<file path="config.mk">
export PLATFORM = sky130hd
export DESIGN_NAME = host_power_up_sequencer_unit
export DESIGN_NICKNAME = d
export VERILOG_FILES = /design/src/rtl/hpus_pkg.sv /design/src/rtl/hpus_cfg.sv /design/src/rtl/hpus_seq.sv /design/src/rtl/host_power_up_sequencer_unit.sv
export SDC_FILE = /design/constraint.sdc
export NUM_CORES = 1
export LEC_CHECK = 0
export BUFFER_PORTS_ARGS = -buffer_cell sky130_fd_sc_hd__buf_4
export CAP_MARGIN = 20
export CORE_ASPECT_RATIO = 1.25
export CORE_MARGIN = 3
export CORE_UTILIZATION = 65
export CTS_CLUSTER_SIZE = 30
export DETAILED_ROUTE_END_ITERATION = 16
export GPL_TIMING_DRIVEN = 0
export PLACE_DENSITY = 0.84
export SYNTH_ARGS = -nofsm -noshare
export SYNTH_HDL_FRONTEND = slang
export SYNTH_SLANG_ARGS = --single-unit
</file>
<file path="constraint.sdc">
create_clock -name clk -period 7.7 [get_ports clk]
set_input_delay 0.385 -clock clk [delete_from_list [all_inputs] [get_ports clk]]
set_output_delay 0.385 -clock clk [all_outputs]
set_load 0.02 [all_outputs]
</file>
<file path="src/rtl/hpus_pkg.sv">
// Package for the host power-up sequencer: field widths, state, function and
// action codes, register indexes, and the transaction structs shared by the modules.
// No dependencies.
package hpus_pkg;

  // State codes
  localparam logic [3:0] ST_INIT       = 4'd0;
  localparam logic [3:0] ST_RELEASE    = 4'd1;
  localparam logic [3:0] ST_DEBOUNCE   = 4'd2;
  localparam logic [3:0] ST_MAIN       = 4'd3;
  localparam logic [3:0] ST_DISCHARGE  = 4'd4;
  localparam logic [3:0] ST_POWERED    = 4'd5;
  localparam logic [3:0] ST_CORE_RESET = 4'd6;
  localparam logic [3:0] ST_WAIT_VSYS  = 4'd7;
  localparam logic [3:0] ST_WAIT_EXT   = 4'd8;

  // Input functions
  localparam logic [1:0] FN_TICK   = 2'd0;
  localparam logic [1:0] FN_ENABLE = 2'd1;
  localparam logic [1:0] FN_EXT    = 2'd2;
  localparam logic [1:0] FN_FORCE  = 2'd3;

  // Action codes
  localparam logic [3:0] ACT_NONE         = 4'd0;
  localparam logic [3:0] ACT_START        = 4'd1;
  localparam logic [3:0] ACT_RELEASE_PINS = 4'd2;
  localparam logic [3:0] ACT_ARM_ENABLE   = 4'd3;
  localparam logic [3:0] ACT_POWER_UP     = 4'd4;
  localparam logic [3:0] ACT_FAIL         = 4'd5;
  localparam logic [3:0] ACT_DISCHARGE    = 4'd6;
  localparam logic [3:0] ACT_POWERED      = 4'd7;
  localparam logic [3:0] ACT_CORE_RESET   = 4'd8;
  localparam logic [3:0] ACT_POLL_WAIT    = 4'd9;
  localparam logic [3:0] ACT_EXT_WAIT     = 4'd10;
  localparam logic [3:0] ACT_HOST_RESET   = 4'd11;
  localparam logic [3:0] ACT_VSYS_OK      = 4'd12;

  // Configuration register indexes
  localparam logic [2:0] REG_RELEASE_DELAY = 3'd0;
  localparam logic [2:0] REG_ENABLE_WAIT   = 3'd1;
  localparam logic [2:0] REG_RETRY_DELAY   = 3'd2;
  localparam logic [2:0] REG_DEBOUNCE      = 3'd3;
  localparam logic [2:0] REG_VSYS_THRESH   = 3'd4;
  localparam logic [2:0] REG_POLL_LIMIT    = 3'd5;
  localparam logic [2:0] REG_POLL_PERIOD   = 3'd6;

  // Configuration reset values
  localparam logic [15:0] RST_RELEASE_DELAY = 16'd312;
  localparam logic [15:0] RST_ENABLE_WAIT   = 16'd328;
  localparam logic [15:0] RST_RETRY_DELAY   = 16'd1312;
  localparam logic [15:0] RST_DEBOUNCE      = 16'd16;
  localparam logic [11:0] RST_VSYS_THRESH   = 12'h777;
  localparam logic [9:0]  RST_POLL_LIMIT    = 10'd1000;
  localparam logic [7:0]  RST_POLL_PERIOD   = 8'd33;

  typedef struct packed {
    logic [15:0] reset_release_delay;
    logic [15:0] enable_wait_ticks;
    logic [15:0] retry_delay;
    logic [15:0] debounce_ticks;
    logic [11:0] vsys_threshold;
    logic [9:0]  vsys_poll_limit;
    logic [7:0]  vsys_poll_period;
  } cfg_t;

  typedef struct packed {
    logic [1:0]  func;
    logic        enable_level;
    logic        vsys_low_flag;
    logic [11:0] vsys_sample;
    logic        ext_power_present;
    logic        want_core_reset;
    logic        want_ext_wait;
    logic [3:0]  forced_state;
  } item_t;

  typedef struct packed {
    logic [3:0] state_now;
    logic [3:0] action;
    logic       timer_active;
  } result_t;

endpackage

</file>
<file path="src/rtl/hpus_cfg.sv">
// Configuration register file of the host power-up sequencer.
// Depends on hpus_pkg for register indexes, reset values and cfg_t.
module hpus_cfg
  import hpus_pkg::*;
(
  input  logic        clk,
  input  logic        rst,
  input  logic        cfg_valid,
  output logic        cfg_ready,
  input  logic [2:0]  cfg_index,
  input  logic [15:0] cfg_data,
  output cfg_t        cfg
);

  // Always ready: every write is taken in the cycle it is presented
  assign cfg_ready = 1'b1;

  // Hold registers, write the addressed one; unknown indexes are dropped
  always_ff @(posedge clk) begin
    if (rst) begin
      cfg.reset_release_delay <= RST_RELEASE_DELAY;
      cfg.enable_wait_ticks   <= RST_ENABLE_WAIT;
      cfg.retry_delay         <= RST_RETRY_DELAY;
      cfg.debounce_ticks      <= RST_DEBOUNCE;
      cfg.vsys_threshold      <= RST_VSYS_THRESH;
      cfg.vsys_poll_limit     <= RST_POLL_LIMIT;
      cfg.vsys_poll_period    <= RST_POLL_PERIOD;
    end else if (cfg_valid && cfg_ready) begin
      case (cfg_index)
        REG_RELEASE_DELAY: cfg.reset_release_delay <= cfg_data;
        REG_ENABLE_WAIT:   cfg.enable_wait_ticks   <= cfg_data;
        REG_RETRY_DELAY:   cfg.retry_delay         <= cfg_data;
        REG_DEBOUNCE:      cfg.debounce_ticks      <= cfg_data;
        REG_VSYS_THRESH:   cfg.vsys_threshold      <= cfg_data[11:0];
        REG_POLL_LIMIT:    cfg.vsys_poll_limit     <= cfg_data[9:0];
        REG_POLL_PERIOD:   cfg.vsys_poll_period    <= cfg_data[7:0];
        default: ;
      endcase
    end
  end

endmodule

</file>
<file path="src/rtl/hpus_seq.sv">
// Sequencer state and next-state logic: state code, delay timer, pending run
// flag and supply poll count. Depends on hpus_pkg.
module hpus_seq
  import hpus_pkg::*;
#(
  parameter int TIMER_WIDTH = 16
) (
  input  logic    clk,
  input  logic    rst,
  input  cfg_t    cfg,
  input  logic    fire,
  input  item_t   item,
  output result_t result
);

  logic [3:0]             seq_state, seq_state_next;
  logic [TIMER_WIDTH-1:0] delay_count, delay_count_next;
  logic                   delay_running, delay_running_next;
  logic                   run_pending, run_pending_next;
  logic [9:0]             poll_count, poll_count_next;

  logic                   do_run;
  logic                   go_main;
  logic                   go_ext;
  logic                   load;
  logic [15:0]            load_ticks;
  logic [TIMER_WIDTH+15:0] load_wide;
  logic [9:0]             poll_inc;
  logic [3:0]             action;

  // Timer load value masked (or zero extended) to the timer width
  assign load_wide = {{TIMER_WIDTH{1'b0}}, load_ticks};
  assign poll_inc  = poll_count + 10'd1;

  // Work out the next state for one transaction
  always_comb begin
    seq_state_next     = seq_state;
    delay_count_next   = delay_count;
    delay_running_next = delay_running;
    run_pending_next   = run_pending;
    poll_count_next    = poll_count;
    action             = ACT_NONE;
    do_run             = 1'b0;
    go_main            = 1'b0;
    go_ext             = 1'b0;
    load               = 1'b0;
    load_ticks         = cfg.retry_delay;

    case (item.func)
      FN_TICK: begin
        if (run_pending) begin
          run_pending_next = 1'b0;
          do_run           = 1'b1;
        end else if (delay_running) begin
          if (delay_count <= TIMER_WIDTH'(1)) begin
            delay_count_next   = '0;
            delay_running_next = 1'b0;
            do_run             = 1'b1;
          end else begin
            delay_count_next = delay_count - TIMER_WIDTH'(1);
          end
        end
      end
      FN_ENABLE: begin
        if (seq_state == ST_MAIN) begin
          run_pending_next = 1'b1;
        end else begin
          action = ACT_HOST_RESET;
        end
      end
      FN_EXT: begin
        if (seq_state == ST_WAIT_EXT) begin
          seq_state_next   = ST_WAIT_VSYS;
          run_pending_next = 1'b1;
          poll_count_next  = '0;
        end
      end
      default: begin
        seq_state_next  = item.forced_state;
        poll_count_next = '0;
      end
    endcase

    // State handler
    if (do_run) begin
      case (seq_state)
        ST_INIT: begin
          seq_state_next = ST_RELEASE;
          load           = 1'b1;
          load_ticks     = cfg.reset_release_delay;
          action         = ACT_START;
        end
        ST_RELEASE: begin
          seq_state_next = ST_DEBOUNCE;
          load           = 1'b1;
          load_ticks     = cfg.debounce_ticks;
          action         = ACT_RELEASE_PINS;
        end
        ST_DEBOUNCE: begin
          seq_state_next = ST_MAIN;
          if (!item.enable_level) begin
            load       = 1'b1;
            load_ticks = cfg.enable_wait_ticks;
            action     = ACT_ARM_ENABLE;
          end else begin
            go_main = 1'b1;
          end
        end
        ST_MAIN: go_main = 1'b1;
        ST_DISCHARGE: begin
          if (item.want_core_reset) begin
            seq_state_next = ST_CORE_RESET;
          end else if (item.want_ext_wait) begin
            seq_state_next = ST_WAIT_EXT;
          end else begin
            seq_state_next = ST_INIT;
          end
          load   = 1'b1;
          action = ACT_DISCHARGE;
        end
        ST_POWERED:    action = ACT_POWERED;
        ST_CORE_RESET: action = ACT_CORE_RESET;
        ST_WAIT_VSYS: begin
          if (!item.vsys_low_flag && item.vsys_sample > cfg.vsys_threshold) begin
            seq_state_next   = ST_INIT;
            run_pending_next = 1'b1;
            poll_count_next  = '0;
            action           = ACT_VSYS_OK;
          end else if (poll_inc >= cfg.vsys_poll_limit
                       || cfg.vsys_poll_limit <= 10'd1) begin
            poll_count_next = '0;
            seq_state_next  = ST_WAIT_EXT;
            go_ext          = 1'b1;
          end else begin
            poll_count_next = poll_inc;
            load            = 1'b1;
            load_ticks      = {8'd0, cfg.vsys_poll_period};
            action          = ACT_POLL_WAIT;
          end
        end
        ST_WAIT_EXT: go_ext = 1'b1;
        default: ;
      endcase
    end

    // Main handler: power up on enable, otherwise fail and schedule a retry
    if (go_main) begin
      if (item.enable_level) begin
        delay_running_next = 1'b0;
        delay_count_next   = '0;
        action             = ACT_POWER_UP;
      end else begin
        seq_state_next = ST_INIT;
        load           = 1'b1;
        action         = ACT_FAIL;
      end
    end

    // Wait for external power
    if (go_ext) begin
      if (item.ext_power_present) begin
        seq_state_next   = ST_WAIT_VSYS;
        run_pending_next = 1'b1;
        action           = ACT_POLL_WAIT;
      end else begin
        action = ACT_EXT_WAIT;
      end
    end

    // Start the timer
    if (load) begin
      delay_count_next   = load_wide[TIMER_WIDTH-1:0];
      delay_running_next = 1'b1;
    end
  end

  assign result.state_now    = seq_state_next;
  assign result.action       = action;
  assign result.timer_active = delay_running_next;

  // Advance sequencer state once per transaction
  always_ff @(posedge clk) begin
    if (rst) begin
      seq_state     <= ST_WAIT_VSYS;
      delay_count   <= '0;
      delay_running <= 1'b0;
      run_pending   <= 1'b1;
      poll_count    <= '0;
    end else if (fire) begin
      seq_state     <= seq_state_next;
      delay_count   <= delay_count_next;
      delay_running <= delay_running_next;
      run_pending   <= run_pending_next;
      poll_count    <= poll_count_next;
    end
  end

  // A stopped timer always reads zero
  a_timer_idle_zero: assert property (@(posedge clk) disable iff (rst)
    !delay_running |-> delay_count == '0)
    else $error("timer stopped with nonzero count");

  // State moves only on a transaction
  a_state_hold: assert property (@(posedge clk) disable iff (rst)
    !fire |=> $stable(seq_state) && $stable(run_pending) && $stable(poll_count))
    else $error("sequencer state changed without a transaction");

  // A forced state lands as given and clears the poll count
  a_force: assert property (@(posedge clk) disable iff (rst)
    fire && item.func == FN_FORCE |=>
      seq_state == $past(item.forced_state) && poll_count == '0)
    else $error("forced state not applied");

endmodule

</file>
<file path="src/rtl/host_power_up_sequencer_unit.sv">
// Top level of the host power-up sequencer: input register, sequencer core,
// result register and configuration port. Depends on hpus_pkg, hpus_cfg, hpus_seq.

// The sequencer takes one transaction per clock while item_stall is low and returns
// exactly one result for each. The item is captured in an input register, the next
// state and action are formed in one pass of logic in the sequencer core, and the
// result is held in an output register. Stall on the result side propagates back
// to item_stall only when both registers are full, so a full rate of one item per
// cycle holds whenever results are taken.
// Configuration writes complete in the cycle they are presented (cfg_ready is
// always high) and must be issued only while no transaction is in flight.
// TIMER_WIDTH sets the width of the delay counter; timer loads are masked to it.
module host_power_up_sequencer_unit
  import hpus_pkg::*;
#(
  parameter int TIMER_WIDTH = 16
) (
  input  logic        clk,
  input  logic        rst,
  // Item channel
  input  logic        item_valid,
  output logic        item_stall,
  input  logic [1:0]  func,
  input  logic        enable_level,
  input  logic        vsys_low_flag,
  input  logic [11:0] vsys_sample,
  input  logic        ext_power_present,
  input  logic        want_core_reset,
  input  logic        want_ext_wait,
  input  logic [3:0]  forced_state,
  // Result channel
  output logic        result_valid,
  input  logic        result_stall,
  output logic [3:0]  state_now,
  output logic [3:0]  action,
  output logic        timer_active,
  // Configuration channel
  input  logic        cfg_valid,
  output logic        cfg_ready,
  input  logic [2:0]  cfg_index,
  input  logic [15:0] cfg_data
);

  cfg_t    cfg;
  item_t   hold_item;
  logic    hold_valid;
  result_t core_result;
  result_t result;
  logic    advance;
  logic    fire;
  logic    accept;

  hpus_cfg u_cfg (
    .clk       (clk),
    .rst       (rst),
    .cfg_valid (cfg_valid),
    .cfg_ready (cfg_ready),
    .cfg_index (cfg_index),
    .cfg_data  (cfg_data),
    .cfg       (cfg)
  );

  hpus_seq #(
    .TIMER_WIDTH (TIMER_WIDTH)
  ) u_seq (
    .clk    (clk),
    .rst    (rst),
    .cfg    (cfg),
    .fire   (fire),
    .item   (hold_item),
    .result (core_result)
  );

  // Handshake: the result register frees up when empty or taken
  assign advance    = !result_valid || !result_stall;
  assign fire       = hold_valid && advance;
  assign item_stall = hold_valid && !advance;
  assign accept     = item_valid && !item_stall;

  // Hold the accepted transaction
  always_ff @(posedge clk) begin
    if (rst) begin
      hold_valid <= 1'b0;
    end else if (accept) begin
      hold_valid <= 1'b1;
    end else if (fire) begin
      hold_valid <= 1'b0;
    end
  end

  always_ff @(posedge clk) begin
    if (accept) begin
      hold_item.func              <= func;
      hold_item.enable_level      <= enable_level;
      hold_item.vsys_low_flag     <= vsys_low_flag;
      hold_item.vsys_sample       <= vsys_sample;
      hold_item.ext_power_present <= ext_power_present;
      hold_item.want_core_reset   <= want_core_reset;
      hold_item.want_ext_wait     <= want_ext_wait;
      hold_item.forced_state      <= forced_state;
    end
  end

  // Register the result
  always_ff @(posedge clk) begin
    if (rst) begin
      result_valid <= 1'b0;
    end else if (advance) begin
      result_valid <= fire;
    end
  end

  always_ff @(posedge clk) begin
    if (fire) begin
      result <= core_result;
    end
  end

  assign state_now    = result.state_now;
  assign action       = result.action;
  assign timer_active = result.timer_active;

  // A stalled input register always holds a transaction
  a_stall_full: assert property (@(posedge clk) disable iff (rst)
    item_stall |-> hold_valid && result_valid)
    else $error("item stalled with free input register");

  // A held result is not dropped while stalled
  a_result_kept: assert property (@(posedge clk) disable iff (rst)
    result_valid && result_stall |=> result_valid && $stable(result))
    else $error("stalled result lost or changed");

endmodule

</file>
* After elaboration in Yosys (flattened, before gate mapping)
Cells that the tools add are included. W data, S select, Z words.
Storage, ports and cells: register bits after elaboration 160, bits of input ports 47, output and inout bits 12, logic and storage cells 147
Operators by class: add/subtract/negate cells 2, $lt $le $gt $ge 4, equality and inequality tests 16, muxes and demuxes 76, reductions and logical operators 24
Operators by type and width (number):
- $mux W16 | 11
- $mux W4 | 18
- $pmux W16 S4 | 1
- $mux W10 | 5
- $mux W1 | 32
- $pmux W4 S7 | 1
- $pmux W10 S2 | 1
- $pmux W4 S5 | 1
- $eq A4 B3 Y1 const B | 4
- $le A16 B1 Y1 const B | 1
- $sub A16 B1 Y16 const B | 1
- $reduce_and A2 Y1 | 7
- $gt A12 B12 Y1 | 1
- $add A10 B1 Y10 const B | 1
- $ge A10 B10 Y1 | 1
- $le A10 B1 Y1 const B | 1
- $eq A3 B3 Y1 const B | 3
- $eq A4 B2 Y1 const B | 2
- $pmux W4 S2 | 1
- $eq A3 B2 Y1 const B | 2
- $pmux W1 S3 | 2
- $logic_not A1 Y1 | 5
- $eq A4 B1 Y1 const B | 1
- $eq A4 B4 Y1 const B | 1
- other kinds (13) | 18

* Depth between registers and ports, before layout
Gate-level depths: netlist of the first run.
word-level depth 11, mapped depth 14, mapped depth without buffers 13

* Cells and area by module
A second synthesis of the first run with hierarchy kept.
Unflattened totals: cells, all modules 908, area total of the unflattened synthesis 8515.7 sq um
By module, submodules not included:
- hpus_cfg | times used 1, cells each 350, area an instance 3758.6 sq um
- hpus_seq | times used 1, cells each 516, area an instance 3709.8 sq um
- host_power_up_sequencer_unit | times used 1, cells each 42, area an instance 1047.3 sq um

* Worst setup path after synthesis of the first run
Ideal clock, no wire load.
path kind reg2reg, start register u_seq.poll_count[0], end register u_seq.delay_count[8], arrival time 3431 ps, required time 7557 ps, slack 4126 ps, stages on the path, launching flop included 15, buffers on the path 1, clock period less this slack 3574 ps, cell sequence dfxtp_1 ha_1 and3_1 and3_1 xor2_1 ha_1 a21oi_1 a21boi_0 o311a_1 nor3_1 a31o_2 clkbuf_1 nor2_1 o2111ai_1 o311ai_0
On the way: word-level cells in the longest chain between the ends 10, elaborated cells on any way between the ends 14, classes of those cells add/sub: 1; order compare: 1; mux: 11; reduce/logical: 1
RTL lines:
- start, declared | RTL line hpus_seq.sv:20 | logic [9:0] poll_count, poll_count_next;
- start signal, assigned | RTL line hpus_seq.sv:194 | poll_count <= poll_count_next;
- $add A10 B1 Y10 (*) | RTL line hpus_seq.sv:33 | assign poll_inc = poll_count + 10'd1;
- $ge A10 B10 Y1 (*) | RTL line hpus_seq.sv:129 | end else if (poll_inc >= cfg.vsys_poll_limit
- $logic_or A1 B1 Y1 (*) | RTL line hpus_seq.sv:130 | || cfg.vsys_poll_limit <= 10'd1) begin
- $mux W1 | RTL line hpus_seq.sv:129
- $mux W1 | RTL line hpus_seq.sv:124 | if (!item.vsys_low_flag && item.vsys_sample > cfg.vsys_threshold) begin
- $pmux W1 S3 | RTL line hpus_seq.sv:86 | case (seq_state)
- $mux W1 | RTL line hpus_seq.sv:85 | if (do_run) begin
- $mux W1 | RTL line hpus_seq.sv:148 | if (item.enable_level) begin
- $mux W1 | RTL line hpus_seq.sv:147 | if (go_main) begin
- $mux W16 (*) | RTL line hpus_seq.sv:171 | if (load) begin
- end signal, assigned | RTL line hpus_seq.sv:191 | delay_count <= delay_count_next;
- end, declared | RTL line hpus_seq.sv:17 | logic [TIMER_WIDTH-1:0] delay_count, delay_count_next;
Every way passes the cells marked *; elsewhere a longest branch is shown, timed or not. A chain may end at the register's enable or synchronous reset.

* Worst setup path in the final report of the first run
Ends and elaborated chain as after synthesis.

==> impl_metrics.ini, run 1 <==
[status]
status = completed

[power_and_ir_drop]
cellInternalPower_mw = 1.394
ir_drop_uv = 189.7
p_per_area_mw_per_mm2 = 211.0
p_leak_nw = 3.679
power_frac_comb = 0.120
pwr-share-clk = 0.419
seqPwrFrac = 0.461
power_switching_mw = 0.5568
sw_frac_of_total = 0.2855

[cells_and_area]
fin_area_mm2 = 0.009244
drive_gt1_frac = 0.1041
fin_cells = 1237
nNetsFinal = 1140
n_antenna_cell = 0
area_growth_pct = 15.08

[synthesis]
ys.flop_type = dfxtp_1
synthTopCellsByCount = nand2_1, dfxtp_1, a21oi_1, nor2_1, clkbuf_1
synthCells = 986
synth_area_leader_cell = dfxtp_1
netlist_area_mm2 = 0.008033
yosysWarnings = 0
synthesis.nets = 1063
yosys_register_bits = 160
netlist.area_leader.share = 0.3190
synth.avg_cell_area_um2 = 8.147
yosysMostFrequentCell = nand2_1
synthArstFlopShare = 0
ys_types = 68
synth_edf_count = 32
yosysSeqAreaShare = 0.4386
synthTopCellsByArea = dfxtp_1, edfxtp_1, nand2_1

[worst_setup_path]
crit_fanout = 10
critPathLaunchType = flip-flop
required_ns = 8.00
r2r_cells = 14
crit_type = reg -> reg
cp.arrival_ns = 4.89
end_kind = flip-flop

[timing]
timing.fmax_mhz = 217.8
fin_ws_ns = 3.109
max_slew_margin = 0.3013
hold_viol_final = 0
clock_skew_ns = 0.009310
setup_viol = 0
finalSetupTns_ns = 0
worstMarginPinSlew_ns = 1.045
period_needed_ns = 4.591
final_max_slew_viol_count = 0
finalCritPeriodShare = 0.5963
grt_setup_unrepaired = no

[place]
dp_slack_ns = 3.290
routabilityCongestion = 1.015
dpl_cell_area_mm2 = 0.008677
io_buffers = 56
place_hpwl_mm = 17.66
place_inst = 1205

[floorplanning]
die-area_mm2 = 0.01374
initial_core_util = 0.6786
core_area_mm2 = 0.01184
io_pins = 59
num_rows = 44
fp.dieW_um = 105.4
die_y_um = 130.3

[clock_tree]
clockBufferDepth = 2
h-tree-depth = 4
cts_root_buf = clkbuf_16
cts_buffers = 17
cts_setup_buffers = 0
path_clk_slew_ns = 0.07
ctsResizeCount = 0
cts_sinks = 160
cts-hold-fix-buffers = 0
cts_tree = done
insertion_delay_ns = 0.43

[drt]
vias = 7838
drtAntennaViolNets = 0
wl_per_cell_um = 19.41
viasPerCell = 6.336
drc = 0
first_iter_violations = 984
first_pass_iters = 10
postRouteWirelength_mm = 24.01

[global_route]
grt_use_total = 0.3534
grt_pass1_vias = 7310
grt_pass1_wl_mm = 38.05
antenna_found_initial = 0
grt_max_degree = 19
overflow = 0

[min_path]
holdCritPathClass = in -> reg
min_path_cells = 1

[run]
maxCapViolCount = 0
==> layout by cell type (no fill, tap or decap), types with 32 or more instances in the layout <==
master | netlist | final
clkbuf_1 | 43 | 43
inv_1 | 33 | 33
buf_4 | 1 | 57
nand3_1 | 33 | 33
edfxtp_1 | 32 | 32
a21oi_1 | 103 | 103
dfxtp_1 | 128 | 128
nand2_1 | 239 | 239
nor2_1 | 69 | 69
==> per-stage QoR <==
step	util	total power, mW	hold WS [ns]
floorplan	-	1.051	0.4325
global placement	0.7312	1.138	0.4383
detailed placement	0.7331	1.142	0.4435
CTS	0.7810	1.942	0.1256
global route	0.7810	2.004	0.1196
finish	0.7810	1.950	0.1318
==> layout make-up <==
| class | instances | area [um2] |
|---|---|---|
| Buffer | 50 | 207.7 |
| Clock buffer | 17 | 425.4 |
| Clock inverter | 15 | 141.4 |
| Fill cell | 862 | 2592 |
| Inverter | 35 | 131.4 |
| Multi-Input combinational cell | 741 | 4173 |
| Sequential cell | 160 | 3523 |
| Tap cell | 161 | 201.4 |
| Timing Repair Buffer | 58 | 440.4 |
==> routing by layer <==
| metal | wire length, um | global-route usage |
|---|---|---|
| met1 | 9182 | 0.4539 |
| met2 | 11550 | 0.5995 |
| met3 | 2393 | 0.06284 |
| met4 | 883 | 0.1320 |
| met5 | 0 | 0 |
==> power groups by stage <==
stage	Sequential, mW	Combinational (mW)	Clock [mW]
final	0.899	0.233	0.818
after detailed placement	0.917	0.225	0
after floorplan	0.917	0.134	0
after global placement	0.916	0.222	0
after global routing	0.901	0.250	0.853
after CTS	0.898	0.227	0.817
==> registers in the layout, indices dropped and copies added, names as in the netlist, 4 cells and up <==
name / cells
u_seq.seq_state: 4
u_cfg.cfg: 94
u_seq.poll_count: 10
u_seq.delay_count: 16
action: 4
hold_item: 23
state_now: 4
==> worst paths after layout <==
check / start / to / slack [ns]
worst max register to register: u_seq.poll_count[0] / u_seq.delay_count[8] / 3.11
worst min-delay path: vsys_sample[10] / hold_item[17] / 0.13
worst min register to register: u_cfg.cfg[53] / u_cfg.cfg[53] / 0.45
worst max-delay path: u_seq.poll_count[0] / u_seq.delay_count[8] / 3.11
==> worst max-delay path, cell delays in order, from the launching register on <==
cell and delay (ns):
dfxtp_1 0.42, and3_1 0.27, and3_1 0.25, and3_1 0.26
nand3_1 0.14, xnor2_1 0.25, ha_1 0.31, a21oi_1 0.21
o41ai_1 0.16, nor3_1 0.81, a31o_2 0.37, clkbuf_1 0.40
nor2_1 0.23, o2111ai_1 0.23, o311ai_0 0.14
==> logic make-up after synthesis <==
group | count (synthesis) | synth area share
flip-flops | 160 | 0.4386
XOR/XNOR | 9 | 0.009814
adder cells (fa/ha/maj) | 30 | 0.04673
AND/OR/NAND/NOR | 439 | 0.2456
buffers and inverters | 85 | 0.04221
other | 1 | 0.0004668
AO/OA/AOI/OAI | 245 | 0.1953
multiplexers | 17 | 0.02118
No activity file was read; power rests on OpenSTA's default activity.
==> run 2: changes to the inputs <==
--- a/config.mk
+++ b/config.mk
@@ -9,11 +9,11 @@
 export CAP_MARGIN = 20
 export CORE_ASPECT_RATIO = 1.25
 export CORE_MARGIN = 3
-export CORE_UTILIZATION = 65
+export CORE_UTILIZATION = 60
 export CTS_CLUSTER_SIZE = 30
 export DETAILED_ROUTE_END_ITERATION = 16
 export GPL_TIMING_DRIVEN = 0
-export PLACE_DENSITY = 0.84
+export PLACE_DENSITY = 0.78
 export SYNTH_ARGS = -nofsm -noshare
 export SYNTH_HDL_FRONTEND = slang
 export SYNTH_SLANG_ARGS = --single-unit
==> constraint.sdc (replaced) <==
create_clock -name clk -period 4.55 [get_ports clk]
set_input_delay 0.2275 -clock clk [delete_from_list [all_inputs] [get_ports clk]]
set_output_delay 0.2275 -clock clk [all_outputs]
set_load 0.02 [all_outputs]
==> run 2 against run 1 <==
  * Count of clock-buffer cells in the layout rose by 4
  * Global-route usage fell by 1.4 points
  * Maximum frequency rose by 8.6%
  * Register-to-register slack got worse by 2.8 ns
  * Utilization fell by 4.1 points
  * Clock skew rose by 0.0016 ns
  * Highest routed layer unchanged
  * Largest power group unchanged
  * Final area rose by 3.2%
  * Critical path depth did not move
  * Critical endpoint unchanged
  * Sequential share of layout area fell by 1.2 points
  * Via count barely moved
  * Sequential cell count did not move
==> impl_metrics.ini, run 2 (synthesized netlist as in run 1, its figures left out) <==
[drt]
postRouteWirelength_mm = 24.43
wl_per_cell_um = 19.28
first_iter_violations = 918
viasPerCell = 6.190
drc = 0
first_pass_iters = 5
vias = 7843
drtAntennaViolNets = 0

[worst_setup_path]
slowest_stage = nor3_2
end_kind = flip-flop
crit_chain = ha_1 > and3_1 > and3_1 > xor2_1 > ha_1 > a21oi_1 > a21boi_0 > o311a_1 > nor3_2 > a31o_2 > clkbuf_1 > nor2_1 > o2111ai_1 > o311ai_0
critPathLaunchType = flip-flop
required_ns = 4.84
crit_type = reg -> reg
cpPeakStageDelay_ns = 0.45
crit_fanout = 10
cp.arrival_ns = 4.52

[timing]
worstMarginPinSlew_ns = 1.075
finalCritPeriodShare = 0.9290
max_slew_margin = 0.2832
hold_viol_final = 0
timing.fmax_mhz = 236.6
setup_viol = 0
clock_skew_ns = 0.01090
period_needed_ns = 4.227
grt_setup_unrepaired = no
finalSetupTns_ns = 0
final_max_slew_viol_count = 0

[clock_tree]
h-tree-depth = 4
cts_tree = done
insertion_delay_ns = 0.43
cts_sinks = 160
cts_root_buf = clkbuf_16
clockBufferDepth = 2
cts_setup_buffers = 0
path_clk_slew_ns = 0.07
cts_buffers = 17

[floorplanning]
fp.dieW_um = 109.5
num_rows = 46
die_y_um = 135.4
core_area_mm2 = 0.01289
initial_core_util = 0.6231
io_pins = 59
die-area_mm2 = 0.01482

[run]
maxCapViolCount = 0

[global_route]
grt_pass1_vias = 7383
grt_max_degree = 22
grt_pass1_wl_mm = 38.56
grt_use_total = 0.3391
antenna_found_initial = 0
overflow = 0

[cells_and_area]
area_growth_pct = 18.80
largestRegisters = u_cfg.cfg (94), hold_item (23), u_seq.delay_count (16)
nFillCells = 1028
nNetsFinal = 1163
regMostFlops = u_cfg.cfg
largest_register_ffs = 94
layout_common_cells = nand2_1, dfxtp_1, a21oi_1
drive_gt1_frac = 0.1019
fin_cells = 1267
n_antenna_cell = 0
layout_commonest_cell = nand2_1

[min_path]
holdCritPathClass = in -> reg

[place]
routabilityCongestion = 0.9487
place_inst = 1212
io_buffers = 56
place_hpwl_mm = 17.26

[power_and_ir_drop]
p_leak_nw = 3.797
p_per_area_mw_per_mm2 = 361.8
ir_drop_uv = 329.8

[status]
status = completed
run 2: cell count changes in the layout (fill, tap and decap cells not counted), sizes merged:
cell	change
inv	-7
dlygate4sd3	+23
clkbuf	+4
bufinv	+3
clkinvlp	+1
clkinv	-1
run 2: power breakdown:
part / internal [mW] / switching [mW] / total [mW]
clock network: 0.914 / 0.604 / 1.52
registers: 1.49 / 0.0265 / 1.52
logic: 0.148 / 0.266 / 0.414
total: 2.56 / 0.896 / 3.45
run 2: final timing paths:
path	startpoint	to	slack (ns)	cells past startpoint
setup / recovery	u_seq.poll_count[0]	u_seq.delay_count[8]	0.32	14
hold / removal	item_valid	hold_valid	0.02	2
setup reg to reg	u_seq.poll_count[0]	u_seq.delay_count[8]	0.32	14
hold reg to reg	u_cfg.cfg[39]	u_cfg.cfg[39]	0.45	2
run 2: metal layers:
layer  share of wire  GRT usage  vias up  wire, um
met3           0.087    0.06915       73      2122
met2            0.48     0.5614      400     11830
met4           0.032     0.1185        0       775
li1                -          -     3705         -
met5               0          0        -         0
met1            0.40     0.4382     3665      9695
run 2: timing repair:
item / 4_1_cts / 5_1_grt
hold endpoints to repair: 23 / 0
endpoints found under the setup margin: 0 / 24
resized for setup: 0 / 1
hold buffers: 23 / 0
run 2: cell type report:
type	count	area [um2]	share of cell area
well taps	168	210.2	0.02203
flip-flops and latches	160	3523	0.3692
clock buffers	21	470.5	0.04930
multi-input cells	741	4178	0.4378
repair buffers	81	670.6	0.07028
clock inverters	11	151.4	0.01586
inverters	35	131.4	0.01377
plain buffers	50	207.7	0.02176
run 2: stage by stage:
stage,total power [mW],hold WS (ns),setup slack [ns],utilization,cell area (um2)
6_report,3.453,0.01690,0.3231,0.7402,9543
5_1_grt,3.545,0.02214,0.09298,0.7402,9543
4_1_cts,3.442,0.008574,0.08452,0.7398,9538
3_5_place_dp,1.934,0.4067,0.1180,0.6737,8686
3_3_place_gp,1.928,0.4057,0.1405,0.6720,8663
2_1_floorplan,1.778,0.3264,0.9764,-,8033
run 2: worst max-delay path: cells and delay by family (launching register included):
kind	cells	cell delay (ns)
AOI/OAI and AO/OA	6	1.35
DFF	1	0.42
buffers and inverters	1	0.42
and+or+nand+nor	4	1.22
adders and majority gates	2	0.52
xor gates and xnor gates	1	0.16
==> run 3: changes to the inputs <==
--- a/config.mk
+++ b/config.mk
@@ -6,14 +6,13 @@
 export NUM_CORES = 1
 export LEC_CHECK = 0
 export BUFFER_PORTS_ARGS = -buffer_cell sky130_fd_sc_hd__buf_4
-export CAP_MARGIN = 20
 export CORE_ASPECT_RATIO = 1.25
 export CORE_MARGIN = 3
 export CORE_UTILIZATION = 60
 export CTS_CLUSTER_SIZE = 30
 export DETAILED_ROUTE_END_ITERATION = 16
-export GPL_TIMING_DRIVEN = 0
 export PLACE_DENSITY = 0.78
+export SKIP_CTS_REPAIR_TIMING = 1
 export SYNTH_ARGS = -nofsm -noshare
 export SYNTH_HDL_FRONTEND = slang
 export SYNTH_SLANG_ARGS = --single-unit
==> run 3 against run 2 <==
  * Sequential cell count did not move
  * Largest power group is now the clock network
  * Final cell count down 3.3%
  * Non-clock buffer count is 41 lower
==> impl_metrics.ini, run 3 (synthesized netlist as in run 1, its figures left out) <==
[floorplanning]
io_pins = 59
die_y_um = 135.4
fp.dieW_um = 109.5
initial_core_util = 0.6231
num_rows = 46
core_area_mm2 = 0.01289
die-area_mm2 = 0.01482

[timing]
fin_ws_ns = 0.7545
timing.hold.ws_ns = 0.01750
max_slew_margin = 0.1949
setup_viol = 0
hold_viol_final = 0
finalCritPeriodShare = 0.8342
period_needed_ns = 3.795
worstMarginPinSlew_ns = 1.203
final_max_slew_viol_count = 0
timing.fmax_mhz = 263.5
grt_setup_unrepaired = no
clock_skew_ns = 0.006667
finalSetupTns_ns = 0

[place]
place_hpwl_mm = 15.42
dp_slack_ns = 0.7891
dpl_cell_area_mm2 = 0.008541
place_inst = 1171
routabilityCongestion = 0.9090
io_buffers = 57

[power_and_ir_drop]
sw_frac_of_total = 0.2402
pwr-share-clk = 0.454
seqPwrFrac = 0.437
p_total_mw = 3.501
p_leak_nw = 3.785
p_per_area_mw_per_mm2 = 371.0
power_switching_mw = 0.8410
power_frac_comb = 0.109
ir_drop_uv = 325.9
cellInternalPower_mw = 2.660

[drt]
wl_per_cell_um = 18.80
postRouteWirelength_mm = 23.02
vias = 7572
drc = 0
viasPerCell = 6.181
first_pass_iters = 6
first_iter_violations = 958
drtAntennaViolNets = 0

[status]
status = completed

[cells_and_area]
nNetsFinal = 1122
utilization = 0.7319
layout_common_cells = nand2_1, dfxtp_1, a21oi_1
layout_commonest_cell = nand2_1
area_growth_pct = 17.48
fin_area_mm2 = 0.009437
regMostFlops = u_cfg.cfg
largestRegisters = u_cfg.cfg (94), hold_item (23), u_seq.delay_count (16)
n_antenna_cell = 0
largest_register_ffs = 94
drive_gt1_frac = 0.1088
fin_cells = 1225

[worst_setup_path]
crit_type = reg -> reg
critPathLaunchType = flip-flop
cp.arrival_ns = 4.07
required_ns = 4.82
crit_fanout = 10
r2r_slack_ns = 0.75
end_kind = flip-flop

[run]
maxCapViolCount = 0

[clock_tree]
clockBufferDepth = 2
path_clk_slew_ns = 0.06
cts_root_buf = clkbuf_16
h-tree-depth = 4
cts_tree = done
cts_buffers = 17
insertion_delay_ns = 0.43
cts_sinks = 160

[global_route]
grt_pass1_vias = 6988
grt_max_degree = 90
grt_use_total = 0.3169
overflow = 0
antenna_found_initial = 0
grt_pass1_wl_mm = 36.45

[min_path]
holdCritPathClass = in -> reg
## run 3: cell types whose count changed in the layout (fill, tap and decap cells not counted), moves of 2 or more
cell / change
inv_6: -2
buf_2: -2
clkbuf_16: +2
buf_4: +10
buf_1: -3
buf_6: -2
clkbuf_1: -43
## run 3: power by group through the flow
stage	clock network (mW)	logic, mW	registers, mW
floorplan	0	0.227	1.55
global placement	0	0.349	1.56
detailed placement	0	0.352	1.56
CTS	1.59	0.357	1.53
global route	1.64	0.417	1.53
finish	1.59	0.381	1.53
## run 3: area by class of cell
| cell class | count | area, um2 |
|---|---|---|
| multi-input cells | 741 | 4173 |
| flip-flops and latches | 160 | 3523 |
| fillers | 1017 | 3456 |
| repair buffers | 90 | 733.2 |
| clock buffers | 23 | 520.5 |
| well taps | 168 | 210.2 |
| clock inverters | 8 | 145.1 |
| inverters | 35 | 131.4 |
## run 3: worst paths after layout
kind         cells after the start                    to                start
min reg2reg                      2         u_cfg.cfg[67]        u_cfg.cfg[67]
min                              2            hold_valid           item_valid
max reg2reg                     13  u_seq.delay_count[7]  u_seq.poll_count[0]
max                             13  u_seq.delay_count[7]  u_seq.poll_count[0]
## run 3: layer usage
metal	track usage	share of wire
met1	0.4214	0.39
met2	0.5193	0.49
met3	0.05770	0.088
met4	0.1053	0.026
met5	0	0
## run 3: worst max-delay path: stages, from the launching register on
cell	delay [ns]
dfxtp_1	0.38
ha_1	0.24
and3_1	0.24
and3_1	0.25
xor2_1	0.16
ha_1	0.27
a21oi_1	0.15
a21boi_0	0.10
o311a_1	0.36
o41a_1	0.39
or4_4	0.51
and2_0	0.20
a221oi_1	0.27
o22ai_1	0.13
